### config.mk
export PLATFORM = sky130hd
export DESIGN_NAME = fifo_extract_all_maximum
export DESIGN_NICKNAME = d
export VERILOG_FILES = /design/src/hdl/fae_pkg.sv /design/src/hdl/fifo_extract_all_maximum.sv /design/src/hdl/fae_cell.sv /design/src/hdl/fae_chain.sv
export VERILOG_INCLUDE_DIRS = /design/src /design/src/hdl
export SDC_FILE = /design/constraint.sdc
export NUM_CORES = 1
export LEC_CHECK = 0
export BUFFER_PORTS_ARGS = -buffer_cell sky130_fd_sc_hd__buf_2
export CORE_MARGIN = 5
export CORE_UTILIZATION = 65
export DETAILED_ROUTE_END_ITERATION = 8
export PLACE_DENSITY = 0.81
export SYNTH_ARGS = -nofsm -noshare
export SYNTH_HDL_FRONTEND = slang
export SYNTH_HIERARCHICAL = 1
export SYNTH_SLANG_ARGS = --single-unit
### constraint.sdc
create_clock -name clock -period 10.05 [get_ports clock]
set_input_delay 1.005 -clock clock [delete_from_list [all_inputs] [get_ports clock]]
set_output_delay 1.005 -clock clock [all_outputs]
set_load 0.05 [all_outputs]
### src/hdl/fifo_extract_all_maximum_defines.svh
// Assertion macros used by the queue top level.
`ifndef FIFO_EXTRACT_ALL_MAXIMUM_DEFINES_SVH
`define FIFO_EXTRACT_ALL_MAXIMUM_DEFINES_SVH

// Same-cycle implication, checked while reset is low.
`define FAE_ASSERT_IMPL(lbl, ante, cons, msg) \
   lbl: assert property (@(posedge clock) disable iff (reset) (ante) |-> (cons)) \
      else $error(msg);

// Next-cycle implication, checked while reset is low.
`define FAE_ASSERT_NEXT(lbl, ante, cons, msg) \
   lbl: assert property (@(posedge clock) disable iff (reset) (ante) |=> (cons)) \
      else $error(msg);

`endif

### src/hdl/fae_pkg.sv
// Package with the types, constants and codes of the maximum-extract queue.
`timescale 1ns / 1ps
`default_nettype none
package fae_pkg;

   localparam int QUEUE_DEPTH = 16;
   localparam int CNT_W = $clog2(QUEUE_DEPTH + 1);

   localparam logic REQ_ENQUEUE = 1'b0;
   localparam logic REQ_CALL = 1'b1;

   localparam logic [1:0] STAT_ENQUEUED = 2'd0;
   localparam logic [1:0] STAT_FULL = 2'd1;
   localparam logic [1:0] STAT_CALLED = 2'd2;
   localparam logic [1:0] STAT_EMPTY = 2'd3;

   typedef struct packed {
      logic        req_type;
      logic [15:0] proc_id;
      logic [15:0] wait_hours;
   } req_pkt_type;

   typedef struct packed {
      logic [1:0]  status;
      logic [15:0] out_id;
      logic [15:0] out_wait;
      logic        last;
   } rsp_pkt_type;

   typedef struct packed {
      logic [15:0] id;
      logic [15:0] wait_time;
   } entry_type;

   typedef struct packed {
      logic shift;
      logic load;
   } cell_ctl_type;

   typedef struct packed {
      logic             shift_en;
      logic             load_en;
      logic [CNT_W-1:0] pos;
   } chain_cmd_type;

endpackage
`default_nettype wire

### src/hdl/fifo_extract_all_maximum.sv
// Top level of the bounded queue that extracts all entries of maximum wait time.
// An enqueue's result is registered for the next cycle.
// A call rotates the whole cell row in the scan state to find the maximum, then once
// more in the emit state to emit matches and recirculate the rest; the next request
// is taken after the return to idle, and a match waiting on the result channel stalls.
// Reset clears the state machine, the entry count and the result valid flag.
`timescale 1ns / 1ps
`default_nettype none
`include "fifo_extract_all_maximum_defines.svh"
module fifo_extract_all_maximum
   import fae_pkg::*;
(
   input  wire logic  clock,
   input  wire logic  reset,
   input  wire logic  req_valid,
   output logic       req_ready,
   input  req_pkt_type req_data,
   output logic       rsp_valid,
   input  wire logic  rsp_ready,
   output rsp_pkt_type rsp_data
);

   typedef enum logic [2:0] {
      ST_IDLE = 3'b001,
      ST_SCAN = 3'b010,
      ST_EMIT = 3'b100
   } fsm_state_type;

   fsm_state_type    state_ff, state_in;
   logic [CNT_W-1:0] count_ff, count_in;
   logic [CNT_W-1:0] visit_ff, visit_in;
   logic [CNT_W-1:0] match_ff, match_in;
   logic [15:0]      best_ff, best_in;
   logic             rsp_valid_ff, rsp_valid_in;
   rsp_pkt_type      rsp_data_ff, rsp_data_in;

   chain_cmd_type    cmd;
   entry_type        bus_data;
   entry_type        head;
   logic             out_free;
   logic             emit_step;

   fae_chain u_chain (
      .clock    (clock),
      .cmd      (cmd),
      .bus_data (bus_data),
      .head     (head)
   );

   assign out_free = !rsp_valid_ff || rsp_ready;
   assign req_ready = (state_ff == ST_IDLE) && out_free;

   always_comb begin
      state_in = state_ff;
      count_in = count_ff;
      visit_in = visit_ff;
      match_in = match_ff;
      best_in = best_ff;
      rsp_valid_in = rsp_valid_ff && !rsp_ready;
      rsp_data_in = rsp_data_ff;
      cmd = '0;
      bus_data = head;
      emit_step = 1'b0;

      unique case (state_ff)
         ST_IDLE: begin
            if (req_valid && req_ready) begin
               rsp_valid_in = 1'b1;
               rsp_data_in = '{status: STAT_ENQUEUED, out_id: '0, out_wait: '0, last: 1'b1};
               if (req_data.req_type == REQ_ENQUEUE) begin
                  if (count_ff == CNT_W'(QUEUE_DEPTH)) begin
                     rsp_data_in.status = STAT_FULL;
                  end else begin
                     cmd.load_en = 1'b1;
                     cmd.pos = count_ff;
                     bus_data = '{id: req_data.proc_id, wait_time: req_data.wait_hours};
                     count_in = count_ff + CNT_W'(1);
                  end
               end else if (count_ff == '0) begin
                  rsp_data_in.status = STAT_EMPTY;
               end else begin
                  rsp_valid_in = 1'b0;
                  state_in = ST_SCAN;
                  visit_in = count_ff;
                  best_in = '0;
                  match_in = '0;
               end
            end
         end
         ST_SCAN: begin
            cmd.shift_en = 1'b1;
            cmd.load_en = 1'b1;
            cmd.pos = count_ff - CNT_W'(1);
            if (head.wait_time > best_ff) begin
               best_in = head.wait_time;
               match_in = CNT_W'(1);
            end else if (head.wait_time == best_ff) begin
               match_in = match_ff + CNT_W'(1);
            end
            visit_in = visit_ff - CNT_W'(1);
            if (visit_ff == CNT_W'(1)) begin
               state_in = ST_EMIT;
               visit_in = count_ff;
            end
         end
         ST_EMIT: begin
            cmd.pos = count_ff - CNT_W'(1);
            if (head.wait_time == best_ff) begin
               if (out_free) begin
                  emit_step = 1'b1;
                  cmd.shift_en = 1'b1;
                  count_in = count_ff - CNT_W'(1);
                  match_in = match_ff - CNT_W'(1);
                  rsp_valid_in = 1'b1;
                  rsp_data_in = '{status: STAT_CALLED, out_id: head.id,
                                  out_wait: head.wait_time,
                                  last: (match_ff == CNT_W'(1))};
               end
            end else begin
               emit_step = 1'b1;
               cmd.shift_en = 1'b1;
               cmd.load_en = 1'b1;
            end
            if (emit_step) begin
               visit_in = visit_ff - CNT_W'(1);
               if (visit_ff == CNT_W'(1)) begin
                  state_in = ST_IDLE;
               end
            end
         end
         default: begin
            state_in = ST_IDLE;
         end
      endcase
   end

   always_ff @(posedge clock) begin
      if (reset) begin
         state_ff <= ST_IDLE;
         count_ff <= '0;
         rsp_valid_ff <= 1'b0;
      end else begin
         state_ff <= state_in;
         count_ff <= count_in;
         rsp_valid_ff <= rsp_valid_in;
      end
   end

   always_ff @(posedge clock) begin
      visit_ff <= visit_in;
      match_ff <= match_in;
      best_ff <= best_in;
      rsp_data_ff <= rsp_data_in;
   end

   assign rsp_valid = rsp_valid_ff;
   assign rsp_data = rsp_data_ff;

   `FAE_ASSERT_IMPL(a_count_bound, 1'b1, count_ff <= CNT_W'(QUEUE_DEPTH), "entry count overflow")
   `FAE_ASSERT_NEXT(a_scan_finds_match, (state_ff == ST_SCAN) && (visit_ff == CNT_W'(1)), (match_ff != '0) && (state_ff == ST_EMIT), "scan ended without a matching entry")
   `FAE_ASSERT_NEXT(a_emit_drains_matches, (state_ff == ST_EMIT) && emit_step && (visit_ff == CNT_W'(1)), (match_ff == '0) && (state_ff == ST_IDLE), "call ended with matches left")

endmodule
`default_nettype wire

### src/hdl/fae_cell.sv
// One queue cell holding an entry, loaded from its neighbor or from the bus.
`timescale 1ns / 1ps
`default_nettype none
module fae_cell
   import fae_pkg::*;
(
   input  wire logic         clock,
   input  cell_ctl_type      ctl,
   input  entry_type         nbr_data,
   input  entry_type         bus_data,
   output entry_type         data
);

   entry_type entry_ff;
   entry_type entry_in;

   always_comb begin
      priority if (ctl.load) begin
         entry_in = bus_data;
      end else if (ctl.shift) begin
         entry_in = nbr_data;
      end else begin
         entry_in = entry_ff;
      end
   end

   always_ff @(posedge clock) begin
      entry_ff <= entry_in;
   end

   assign data = entry_ff;

endmodule
`default_nettype wire

### src/hdl/fae_chain.sv
// Row of queue cells with the per-cell shift and load decode.
`timescale 1ns / 1ps
`default_nettype none
module fae_chain
   import fae_pkg::*;
(
   input  wire logic    clock,
   input  chain_cmd_type cmd,
   input  entry_type    bus_data,
   output entry_type    head
);

   entry_type cell_data [QUEUE_DEPTH];

   for (genvar i = 0; i < QUEUE_DEPTH; i++) begin : g_cell
      cell_ctl_type ctl;
      entry_type    nbr;

      assign ctl.shift = cmd.shift_en && (CNT_W'(i) < cmd.pos);
      assign ctl.load = cmd.load_en && (CNT_W'(i) == cmd.pos);

      if (i < QUEUE_DEPTH - 1) begin : g_mid
         assign nbr = cell_data[i + 1];
      end else begin : g_end
         assign nbr = bus_data;
      end

      fae_cell u_cell (
         .clock    (clock),
         .ctl      (ctl),
         .nbr_data (nbr),
         .bus_data (bus_data),
         .data     (cell_data[i])
      );
   end

   assign head = cell_data[0];

endmodule
`default_nettype wire

==> impl_metrics.prom, run 1 <==
# TYPE chip_impl_metric gauge
chip_impl_info{name="worst_path_most_repeated_cell",value="inv_1"} 1
chip_impl_metric{name="timing.max_cap.violations",unit=""} 0
chip_impl_metric{name="fp.coreArea",unit="um2"} 43270
chip_impl_metric{name="routability_congestion_estimate_from_global_placement",unit=""} 0.8449
chip_impl_metric{name="final_nets",unit=""} 1678
chip_impl_metric{name="clk_latency",unit="ns"} 0.60
chip_impl_metric{name="setup_total_negative_slack",unit="ns"} 0
chip_impl_metric{name="detailedRoute.firstPassIterationCount",unit=""} 5
chip_impl_metric{name="first_pass_grt_wire_length",unit="mm"} 74.20
chip_impl_metric{name="slew_headroom",unit="%"} 15.15
chip_impl_info{name="critPathCaptureType",value="flop"} 1
chip_impl_info{name="run_status",value="completed"} 1
chip_impl_info{name="cts_root_buffer",value="clkbuf_16"} 1
chip_impl_metric{name="setup_viol",unit=""} 0
chip_impl_metric{name="netlist.area_leader.share",unit="%"} 60.26
chip_impl_info{name="cts_tree",value="built"} 1
chip_impl_info{name="criticalPathCategory",value="reg -> reg"} 1
chip_impl_metric{name="fillers",unit=""} 2648
chip_impl_metric{name="gr-usage-all-layers",unit="%"} 19.47
chip_impl_metric{name="route.detailed.drc",unit=""} 0
chip_impl_metric{name="design.die.area",unit="um2"} 48220
chip_impl_metric{name="cts_resized",unit=""} 0
chip_impl_metric{name="via_count_of_the_first_global_routing_pass",unit=""} 13500
chip_impl_metric{name="start_util",unit="%"} 66.00
chip_impl_info{name="gr-max-usage-layer",value="met2"} 1
chip_impl_metric{name="post_drt_via_cell_ratio",unit=""} 5.805
chip_impl_info{name="grt_setup_unrepaired",value="no"} 1
chip_impl_metric{name="synth.ff_latch_count",unit=""} 582
chip_impl_metric{name="finClkSkew",unit="ns"} 0.009878
chip_impl_metric{name="numClockSinks",unit=""} 582
chip_impl_metric{name="grt_max_degree",unit=""} 40
chip_impl_metric{name="timing.reg2reg.setup_slack",unit="ns"} 4.58
chip_impl_metric{name="cts_buffers",unit=""} 57
chip_impl_info{name="path_cells",value="inv_1, ha_1, and4bb_2, nor4_4, buf_4, inv_1, a21oi_1, nand4bb_1, nor2_4, or2_1"} 1
chip_impl_metric{name="number_of_distinct_standard_cells_referenced_by_the_synthesized_netlist",unit=""} 59
chip_impl_metric{name="hold_buffers",unit=""} 0
chip_impl_info{name="classification_of_the_worst_slack_hold_path",value="reg -> reg"} 1
chip_impl_metric{name="synth_enable_flop_cells",unit=""} 573
chip_impl_metric{name="ant_nets",unit=""} 0
chip_impl_metric{name="final-hold-violation-count",unit=""} 0
chip_impl_metric{name="antenna_found_initial",unit=""} 0
chip_impl_metric{name="cts-root-to-sink-buffers",unit=""} 3
chip_impl_metric{name="drt_iter0_markers",unit=""} 965
chip_impl_metric{name="ios",unit=""} 74
chip_impl_info{name="post-synth-top-area-cell",value="edfxtp_1"} 1
chip_impl_metric{name="grt_use_met3",unit="%"} 2.871
chip_impl_metric{name="place.detailed.hpwl",unit="mm"} 30.17
chip_impl_metric{name="critical-path-max-stage-delay",unit="ns"} 1.05
chip_impl_metric{name="drt-total-wl",unit="mm"} 46.72
chip_impl_metric{name="ctsHtreeMaxLevel",unit=""} 2
chip_impl_metric{name="stdcell_count",unit=""} 2246
chip_impl_metric{name="path_clk_slew",unit="ns"} 0.06
chip_impl_metric{name="fp.dieW",unit="um"} 219.6
chip_impl_metric{name="timing_max_transition_violations_final",unit=""} 0
chip_impl_metric{name="grt_use_met1",unit="%"} 27.03
chip_impl_metric{name="fin_crit_sh",unit="%"} 54.43
chip_impl_info{name="synth.area.top_cells",value="edfxtp_1 60%, mux2_4 24%, buf_12 3.4%"} 1
chip_impl_metric{name="preCtsSetupSlack",unit="ns"} 4.182
chip_impl_metric{name="synth_fp_nets",unit=""} 1600
chip_impl_info{name="setup.worst_path.start_class",value="flop"} 1
chip_impl_info{name="synth-main-ff-cell",value="edfxtp_1"} 1
chip_impl_info{name="cell_with_the_biggest_individual_delay_on_the_critical_path",value="or2_1"} 1
chip_impl_metric{name="finalWorstSetupSlack",unit="ns"} 4.580
chip_impl_metric{name="ir_drop",unit="mV"} 0.1876
chip_impl_metric{name="p_leak",unit="nW"} 10.93
chip_impl_metric{name="final.min_clock_period",unit="ns"} 5.470
chip_impl_metric{name="leftover_overflow_at_the_end_of_global_routing",unit=""} 0
chip_impl_metric{name="ys_warn_count",unit=""} 6
chip_impl_metric{name="power_per_cell_area",unit="nW/um2"} 201.3
chip_impl_metric{name="synthToLayoutAreaGrowth",unit="%"} 6.888
chip_impl_metric{name="post-cts-setup-buffers",unit=""} 0
chip_impl_metric{name="critical_path_rt",unit="ns"} 10.26
chip_impl_metric{name="insertedDiodeCount",unit=""} 0
chip_impl_metric{name="globalRouteMet2Util",unit="%"} 32.33
chip_impl_metric{name="post_synthesis_instance_area",unit="um2"} 28550
chip_impl_metric{name="share_of_cells_above_drive_strength_1",unit="%"} 45.09
chip_impl_metric{name="clock.fmax",unit="MHz"} 182.8
chip_impl_metric{name="die_h",unit="um"} 219.6
chip_impl_metric{name="timing.critical_path.fanout_max",unit=""} 36
chip_impl_metric{name="post_drt_wl_per_cell",unit="um"} 20.80
chip_impl_metric{name="syn-instance-count",unit=""} 1539
chip_impl_metric{name="hold_ws",unit="ns"} 0.5429
chip_impl_metric{name="post_synth.cell_area_avg",unit="um2"} 18.55
chip_impl_metric{name="port_buffers",unit=""} 73
chip_impl_metric{name="synth.yosys.seq_area_share",unit="%"} 60.89
chip_impl_metric{name="timing.critical_path.arrival",unit="ns"} 5.68
chip_impl_metric{name="tightest_slew",unit="ns"} 1.273
chip_impl_metric{name="vias",unit=""} 13040
chip_impl_metric{name="placementRows",unit=""} 76
chip_impl_metric{name="synthArstFlopShare",unit="%"} 0
chip_impl_metric{name="place.detailed.instances",unit=""} 2142
cell usage in the layout (no fill, tap or decap), drive strengths merged, types with 2 or more instances in the layout:
master,Yosys,final
o211ai,2,2
nand4,6,6
dfxtp,9,9
a31oi,5,5
clkinv,0,20
ha,24,24
mux2,544,544
nor3,13,13
nor2b,8,8
a21boi,5,5
xnor2,7,7
nor4,2,2
nand2,25,25
o21a,5,5
a41oi,2,2
nand2b,6,6
a311oi,2,2
bufinv,0,2
nand4bb,3,3
inv,25,26
o22ai,2,2
edfxtp,573,573
nor2,44,44
o21ai,17,17
and2,48,48
or2,16,16
clkbuf,14,79
or3b,2,2
a21oi,32,32
buf,75,108
nand3,3,3
worst paths after layout:
check	startpoint	to	cells past startpoint
max	count_ff[0]$_SDFFE_PP0P_	u_chain/g_cell[3].u_cell/data[18]$_DFFE_PP_	10
min	u_chain/g_cell[3].u_cell/data[5]$_DFFE_PP_	u_chain/g_cell[2].u_cell/data[5]$_DFFE_PP_	1
max reg2reg	count_ff[0]$_SDFFE_PP0P_	u_chain/g_cell[3].u_cell/data[18]$_DFFE_PP_	10
min reg2reg	u_chain/g_cell[3].u_cell/data[5]$_DFFE_PP_	u_chain/g_cell[2].u_cell/data[5]$_DFFE_PP_	1
cell families after synthesis:
kind of cell               Yosys count  share of synthesized area, %
DFF                                582                         60.89
muxes                              545                         27.59
and+or+nand+nor                    183                         3.641
buffers and inverters              114                         4.719
AOI/OAI and AO/OA                   83                         1.867
adders and majority gates           24                         1.052
xor gates and xnor gates             8                        0.2454
flip-flops by register name, indices dropped and copies added (netlist names):
name	cells
count_ff	5
visit_ff	5
best_ff	16
u_chain/g_cell.u_cell/data	512
state_ff	3
match_ff	5
rsp_valid	1
rsp_data	35
layer usage:
layer,vias to the layer above,share of wire (%)
met5,-,0
met4,0,2.4
met3,85,5.0
met2,324,48
met1,6580,45
li1,6048,-
synthesized netlist by cell type (5+ instances only):
library cell    n
nor2_1         44
nand2_1        25
inv_1          25
ha_1           24
a21oi_1        32
dfxtp_1         9
a21boi_0        5
buf_12         48
mux2_4        464
o21a_1          5
mux2_2         80
buf_2           9
xnor2_1         7
nand2b_1        6
and2_1         48
o21ai_0        17
nor2b_1         8
nand4_1         5
clkbuf_1       14
edfxtp_1      573
buf_6          17
or2_1          16
nor3_1         12
metrics by stage:
step                power, W  utilization [%]  instance area [um2]
floorplan           0.003899                -                28550
global placement    0.004157            66.52                28780
detailed placement  0.004218            66.52                28780
CTS                 0.006208            70.48                30490
global route        0.006416            70.54                30520
finish              0.006145            70.54                30520
worst max-delay path: cells and delay by family (launching register included):
family	cells	cell delay, ns
compound gates	1	0.63
flops	1	0.46
buf+inv	3	0.78
simple gates	5	2.96
fa+ha+maj	1	0.24
area by class of cell:
cell class	instances	area, um2	area share, %
flip-flops and latches	582	17390	56.96
multi-input cells	843	9948	32.59
clock buffers	79	1551	5.083
well taps	585	732.0	2.398
repair buffers	108	648.1	2.123
clock inverters	24	161.4	0.5288
inverters	25	93.84	0.3075
where the power goes:
part	switching [W]	leakage, nW	internal, W
clock network	0.000850	0.827	0.00112
logic	0.000828	4.83	0.000398
registers	0.0000769	5.28	0.00287
Note: power is estimated with default switching activity, not from simulation.
==> run 2, diff against run 1 <==
ABC_AREA = 1   (was unset)
CORE_UTILIZATION = 63   (was 65)
PLACE_DENSITY = 0.79   (was 0.81)
clock period = 5.4 ns   (was 10.05 ns; I/O delays follow)
==> run 2 against run 1 <==
Effect of this change: final cell count rose by 50%; clock skew increased by 0.0068 ns; sequential share of layout area up 3.0 points; setup slack got worse by 3.5 ns; clock power is 100% higher; hold slack worse by 0.29 ns; first-iteration DRC count rose by 51%; critical endpoint is now u_chain/g_cell[11].u_cell/data[8]$_DFFE_PP_; largest power group unchanged; highest routed layer unchanged.
==> impl_metrics.prom, run 2 <==
# TYPE chip_impl_metric gauge
chip_impl_info{name="final_cell_mix",value="1,625 x nand2_1, 573 x edfxtp_1, 123 x nor2_1"} 1
chip_impl_metric{name="timing.critical_path.fanout_max",unit=""} 41
chip_impl_metric{name="leftover_overflow_at_the_end_of_global_routing",unit=""} 0
chip_impl_metric{name="timing_max_transition_violations_final",unit=""} 0
chip_impl_metric{name="place.detailed.hpwl",unit="mm"} 36.04
chip_impl_metric{name="ir_drop",unit="mV"} 0.3088
chip_impl_metric{name="cts_buffers",unit=""} 57
chip_impl_metric{name="fp.dieW",unit="um"} 216.8
chip_impl_metric{name="via_count_of_the_first_global_routing_pass",unit=""} 18100
chip_impl_metric{name="design.die.area",unit="um2"} 47020
chip_impl_metric{name="start_util",unit="%"} 63.97
chip_impl_info{name="synth-main-ff-cell",value="edfxtp_1"} 1
chip_impl_metric{name="insertedDiodeCount",unit=""} 0
chip_impl_metric{name="synth.ff_latch_count",unit=""} 582
chip_impl_metric{name="hold_buffers",unit=""} 0
chip_impl_metric{name="place_area",unit="um2"} 27070
chip_impl_metric{name="fp.coreArea",unit="um2"} 42130
chip_impl_metric{name="antenna_found_initial",unit=""} 0
chip_impl_metric{name="critical_path_rt",unit="ns"} 5.62
chip_impl_metric{name="path_clk_slew",unit="ns"} 0.06
chip_impl_metric{name="final_cell_area",unit="um2"} 28980
chip_impl_metric{name="tightest_slew",unit="ns"} 1.216
chip_impl_metric{name="post_synthesis_instance_area",unit="um2"} 26950
chip_impl_info{name="critPathTopFamily",value="simple AND/OR/NAND/NOR gates"} 1
chip_impl_info{name="cts_root_buffer",value="clkbuf_16"} 1
chip_impl_metric{name="clock.fmax",unit="MHz"} 233.8
chip_impl_metric{name="placementRows",unit=""} 75
chip_impl_metric{name="ctsHtreeMaxLevel",unit=""} 2
chip_impl_metric{name="netlist.area_leader.share",unit="%"} 63.84
chip_impl_metric{name="post_drt_via_cell_ratio",unit=""} 5.403
chip_impl_metric{name="port_buffers",unit=""} 73
chip_impl_metric{name="multiInputGateArea",unit="um2"} 7955
chip_impl_info{name="cell_with_the_biggest_individual_delay_on_the_critical_path",value="o31ai_1"} 1
chip_impl_metric{name="detailedRoute.firstPassIterationCount",unit=""} 6
chip_impl_info{name="run_status",value="completed"} 1
chip_impl_metric{name="number_of_distinct_standard_cells_referenced_by_the_synthesized_netlist",unit=""} 38
chip_impl_metric{name="setup_viol",unit=""} 0
chip_impl_metric{name="cts_resized",unit=""} 0
chip_impl_metric{name="power_per_cell_area",unit="nW/um2"} 444.8
chip_impl_metric{name="drt_iter0_markers",unit=""} 1459
chip_impl_metric{name="synth.yosys.seq_area_share",unit="%"} 64.51
chip_impl_metric{name="gr-usage-all-layers",unit="%"} 22.10
chip_impl_metric{name="synthToLayoutAreaGrowth",unit="%"} 7.534
chip_impl_info{name="post-synth-top-area-cell",value="edfxtp_1"} 1
chip_impl_metric{name="share_of_cells_above_drive_strength_1",unit="%"} 9.616
chip_impl_info{name="criticalPathCategory",value="reg -> reg"} 1
chip_impl_info{name="most_frequent_standard_cell_in_the_layout_excluding_fill_and_tap_cells",value="nand2_1"} 1
chip_impl_info{name="cts_tree",value="built"} 1
chip_impl_metric{name="numClockSinks",unit=""} 582
chip_impl_info{name="synth.top_cells.by_count",value="1,625 x nand2_1, 573 x edfxtp_1, 136 x nor2_1"} 1
chip_impl_metric{name="synth_fp_nets",unit=""} 2823
chip_impl_info{name="synth_most_common_cell",value="nand2_1"} 1
chip_impl_metric{name="routability_congestion_estimate_from_global_placement",unit=""} 1.023
chip_impl_metric{name="clk_latency",unit="ns"} 0.60
chip_impl_metric{name="setup_total_negative_slack",unit="ns"} 0
chip_impl_metric{name="p_leak",unit="nW"} 12.55
chip_impl_metric{name="timing.reg2reg.setup_slack",unit="ns"} 1.12
chip_impl_metric{name="final_nets",unit=""} 2854
chip_impl_info{name="setup.worst_path.start_class",value="flop"} 1
chip_impl_metric{name="route.detailed.drc",unit=""} 0
chip_impl_metric{name="ant_nets",unit=""} 0
chip_impl_metric{name="fillers",unit=""} 2948
chip_impl_metric{name="timing.max_cap.violations",unit=""} 0
chip_impl_metric{name="regArea",unit="um2"} 17390
chip_impl_metric{name="synth_enable_flop_cells",unit=""} 573
chip_impl_metric{name="ys_warn_count",unit=""} 6
chip_impl_metric{name="timing.critical_path.arrival",unit="ns"} 4.49
chip_impl_info{name="grt_setup_unrepaired",value="no"} 1
chip_impl_metric{name="finClkSkew",unit="ns"} 0.01667
chip_impl_metric{name="fin_crit_sh",unit="%"} 79.19
chip_impl_metric{name="first_pass_grt_wire_length",unit="mm"} 86.73
chip_impl_metric{name="synthArstFlopShare",unit="%"} 0
chip_impl_metric{name="grt_max_degree",unit=""} 47
chip_impl_metric{name="syn-instance-count",unit=""} 2762
chip_impl_metric{name="drt-total-wl",unit="mm"} 52.43
chip_impl_info{name="classification_of_the_worst_slack_hold_path",value="in -> reg"} 1
chip_impl_metric{name="post-cts-setup-buffers",unit=""} 0
chip_impl_metric{name="ios",unit=""} 74
chip_impl_metric{name="post_synth.cell_area_avg",unit="um2"} 9.759
chip_impl_metric{name="cts-root-to-sink-buffers",unit=""} 3
chip_impl_info{name="path_cells",value="inv_1, nand3_1, buf_4, nand2_1, nor2_1, o31ai_1, nand3_1, nor2_2, buf_4, or2_2"} 1
chip_impl_metric{name="critical-path-max-stage-delay",unit="ns"} 0.99
chip_impl_metric{name="final-hold-violation-count",unit=""} 0
chip_impl_metric{name="vias",unit=""} 18250
chip_impl_metric{name="final.min_clock_period",unit="ns"} 4.276
chip_impl_metric{name="largest_register_ff_count",unit=""} 512
chip_impl_metric{name="post_drt_wl_per_cell",unit="um"} 15.52
chip_impl_metric{name="die_h",unit="um"} 216.8
chip_impl_info{name="synth.area.top_cells",value="edfxtp_1 64%, nand2_1 23%, buf_6 2.8%"} 1
chip_impl_metric{name="timing.critical_path.buf_inv",unit=""} 3
chip_impl_info{name="critPathCaptureType",value="flop"} 1
chip_impl_metric{name="slew_headroom",unit="%"} 18.95
[run 2: path summary, 6_finish.rpt]
check / start / endpoint / depth (start not counted)
max: state_ff[0]$_SDFFE_PP1P_ / u_chain/g_cell[11].u_cell/data[8]$_DFFE_PP_ / 10
min: reset / state_ff[1]$_SDFFE_PP0P_ / 2
max reg2reg: state_ff[0]$_SDFFE_PP1P_ / u_chain/g_cell[11].u_cell/data[8]$_DFFE_PP_ / 10
min reg2reg: u_chain/g_cell[6].u_cell/data[14]$_DFFE_PP_ / u_chain/g_cell[5].u_cell/data[14]$_DFFE_PP_ / 2
[run 2: per-layer routing]
metal	track usage, %	wire, um	vias up	share of wire (%)
li1	-	-	8901	-
met1	26.92	20330	8627	39
met2	40.20	27150	603	52
met3	4.086	3505	121	6.7
met4	6.973	1443	0	2.8
met5	0	0	-	0
[run 2: metrics by stage]
step | worst slack, ns | util, % | hold slack (ns) | power (W) | instances
floorplan | 0.3287 | - | 0.4874 | 0.008032 | 2762
global placement | 1.203 | 64.25 | 0.4882 | 0.008782 | 3273
detailed placement | 1.171 | 64.25 | 0.4935 | 0.008911 | 3273
CTS | 1.293 | 68.79 | 0.2088 | 0.01295 | 3378
global route | 1.008 | 68.79 | 0.2203 | 0.01348 | 3378
finish | 1.124 | 68.79 | 0.2573 | 0.01289 | 3378
[run 2: logic make-up (layout without fill, tap and decap cells)]
kind of cell	after synthesis	count (layout)	synth area share [%]
muxes	1	1	0.03714
and+or+nand+nor	1822	1822	25.94
AOI/OAI and AO/OA	76	76	1.903
xor gates and xnor gates	10	10	0.3249
adders and majority gates	24	24	1.114
DFF	582	582	64.51
buffers and inverters	247	324	6.179
[run 2: layout make-up]
cell class / count / share of cell area [%]
repair buffers: 100 / 1.960
clock buffers: 74 / 5.392
multi-input cells: 1933 / 27.45
inverters: 119 / 1.679
well taps: 539 / 2.327
flip-flops and latches: 582 / 59.99
clock inverters: 31 / 1.209
[run 2: report_power, final]
| part | internal [W] | switching, W |
|---|---|---|
| logic | 0.000639 | 0.00250 |
| clock network | 0.00241 | 0.00162 |
| registers | 0.00557 | 0.000146 |
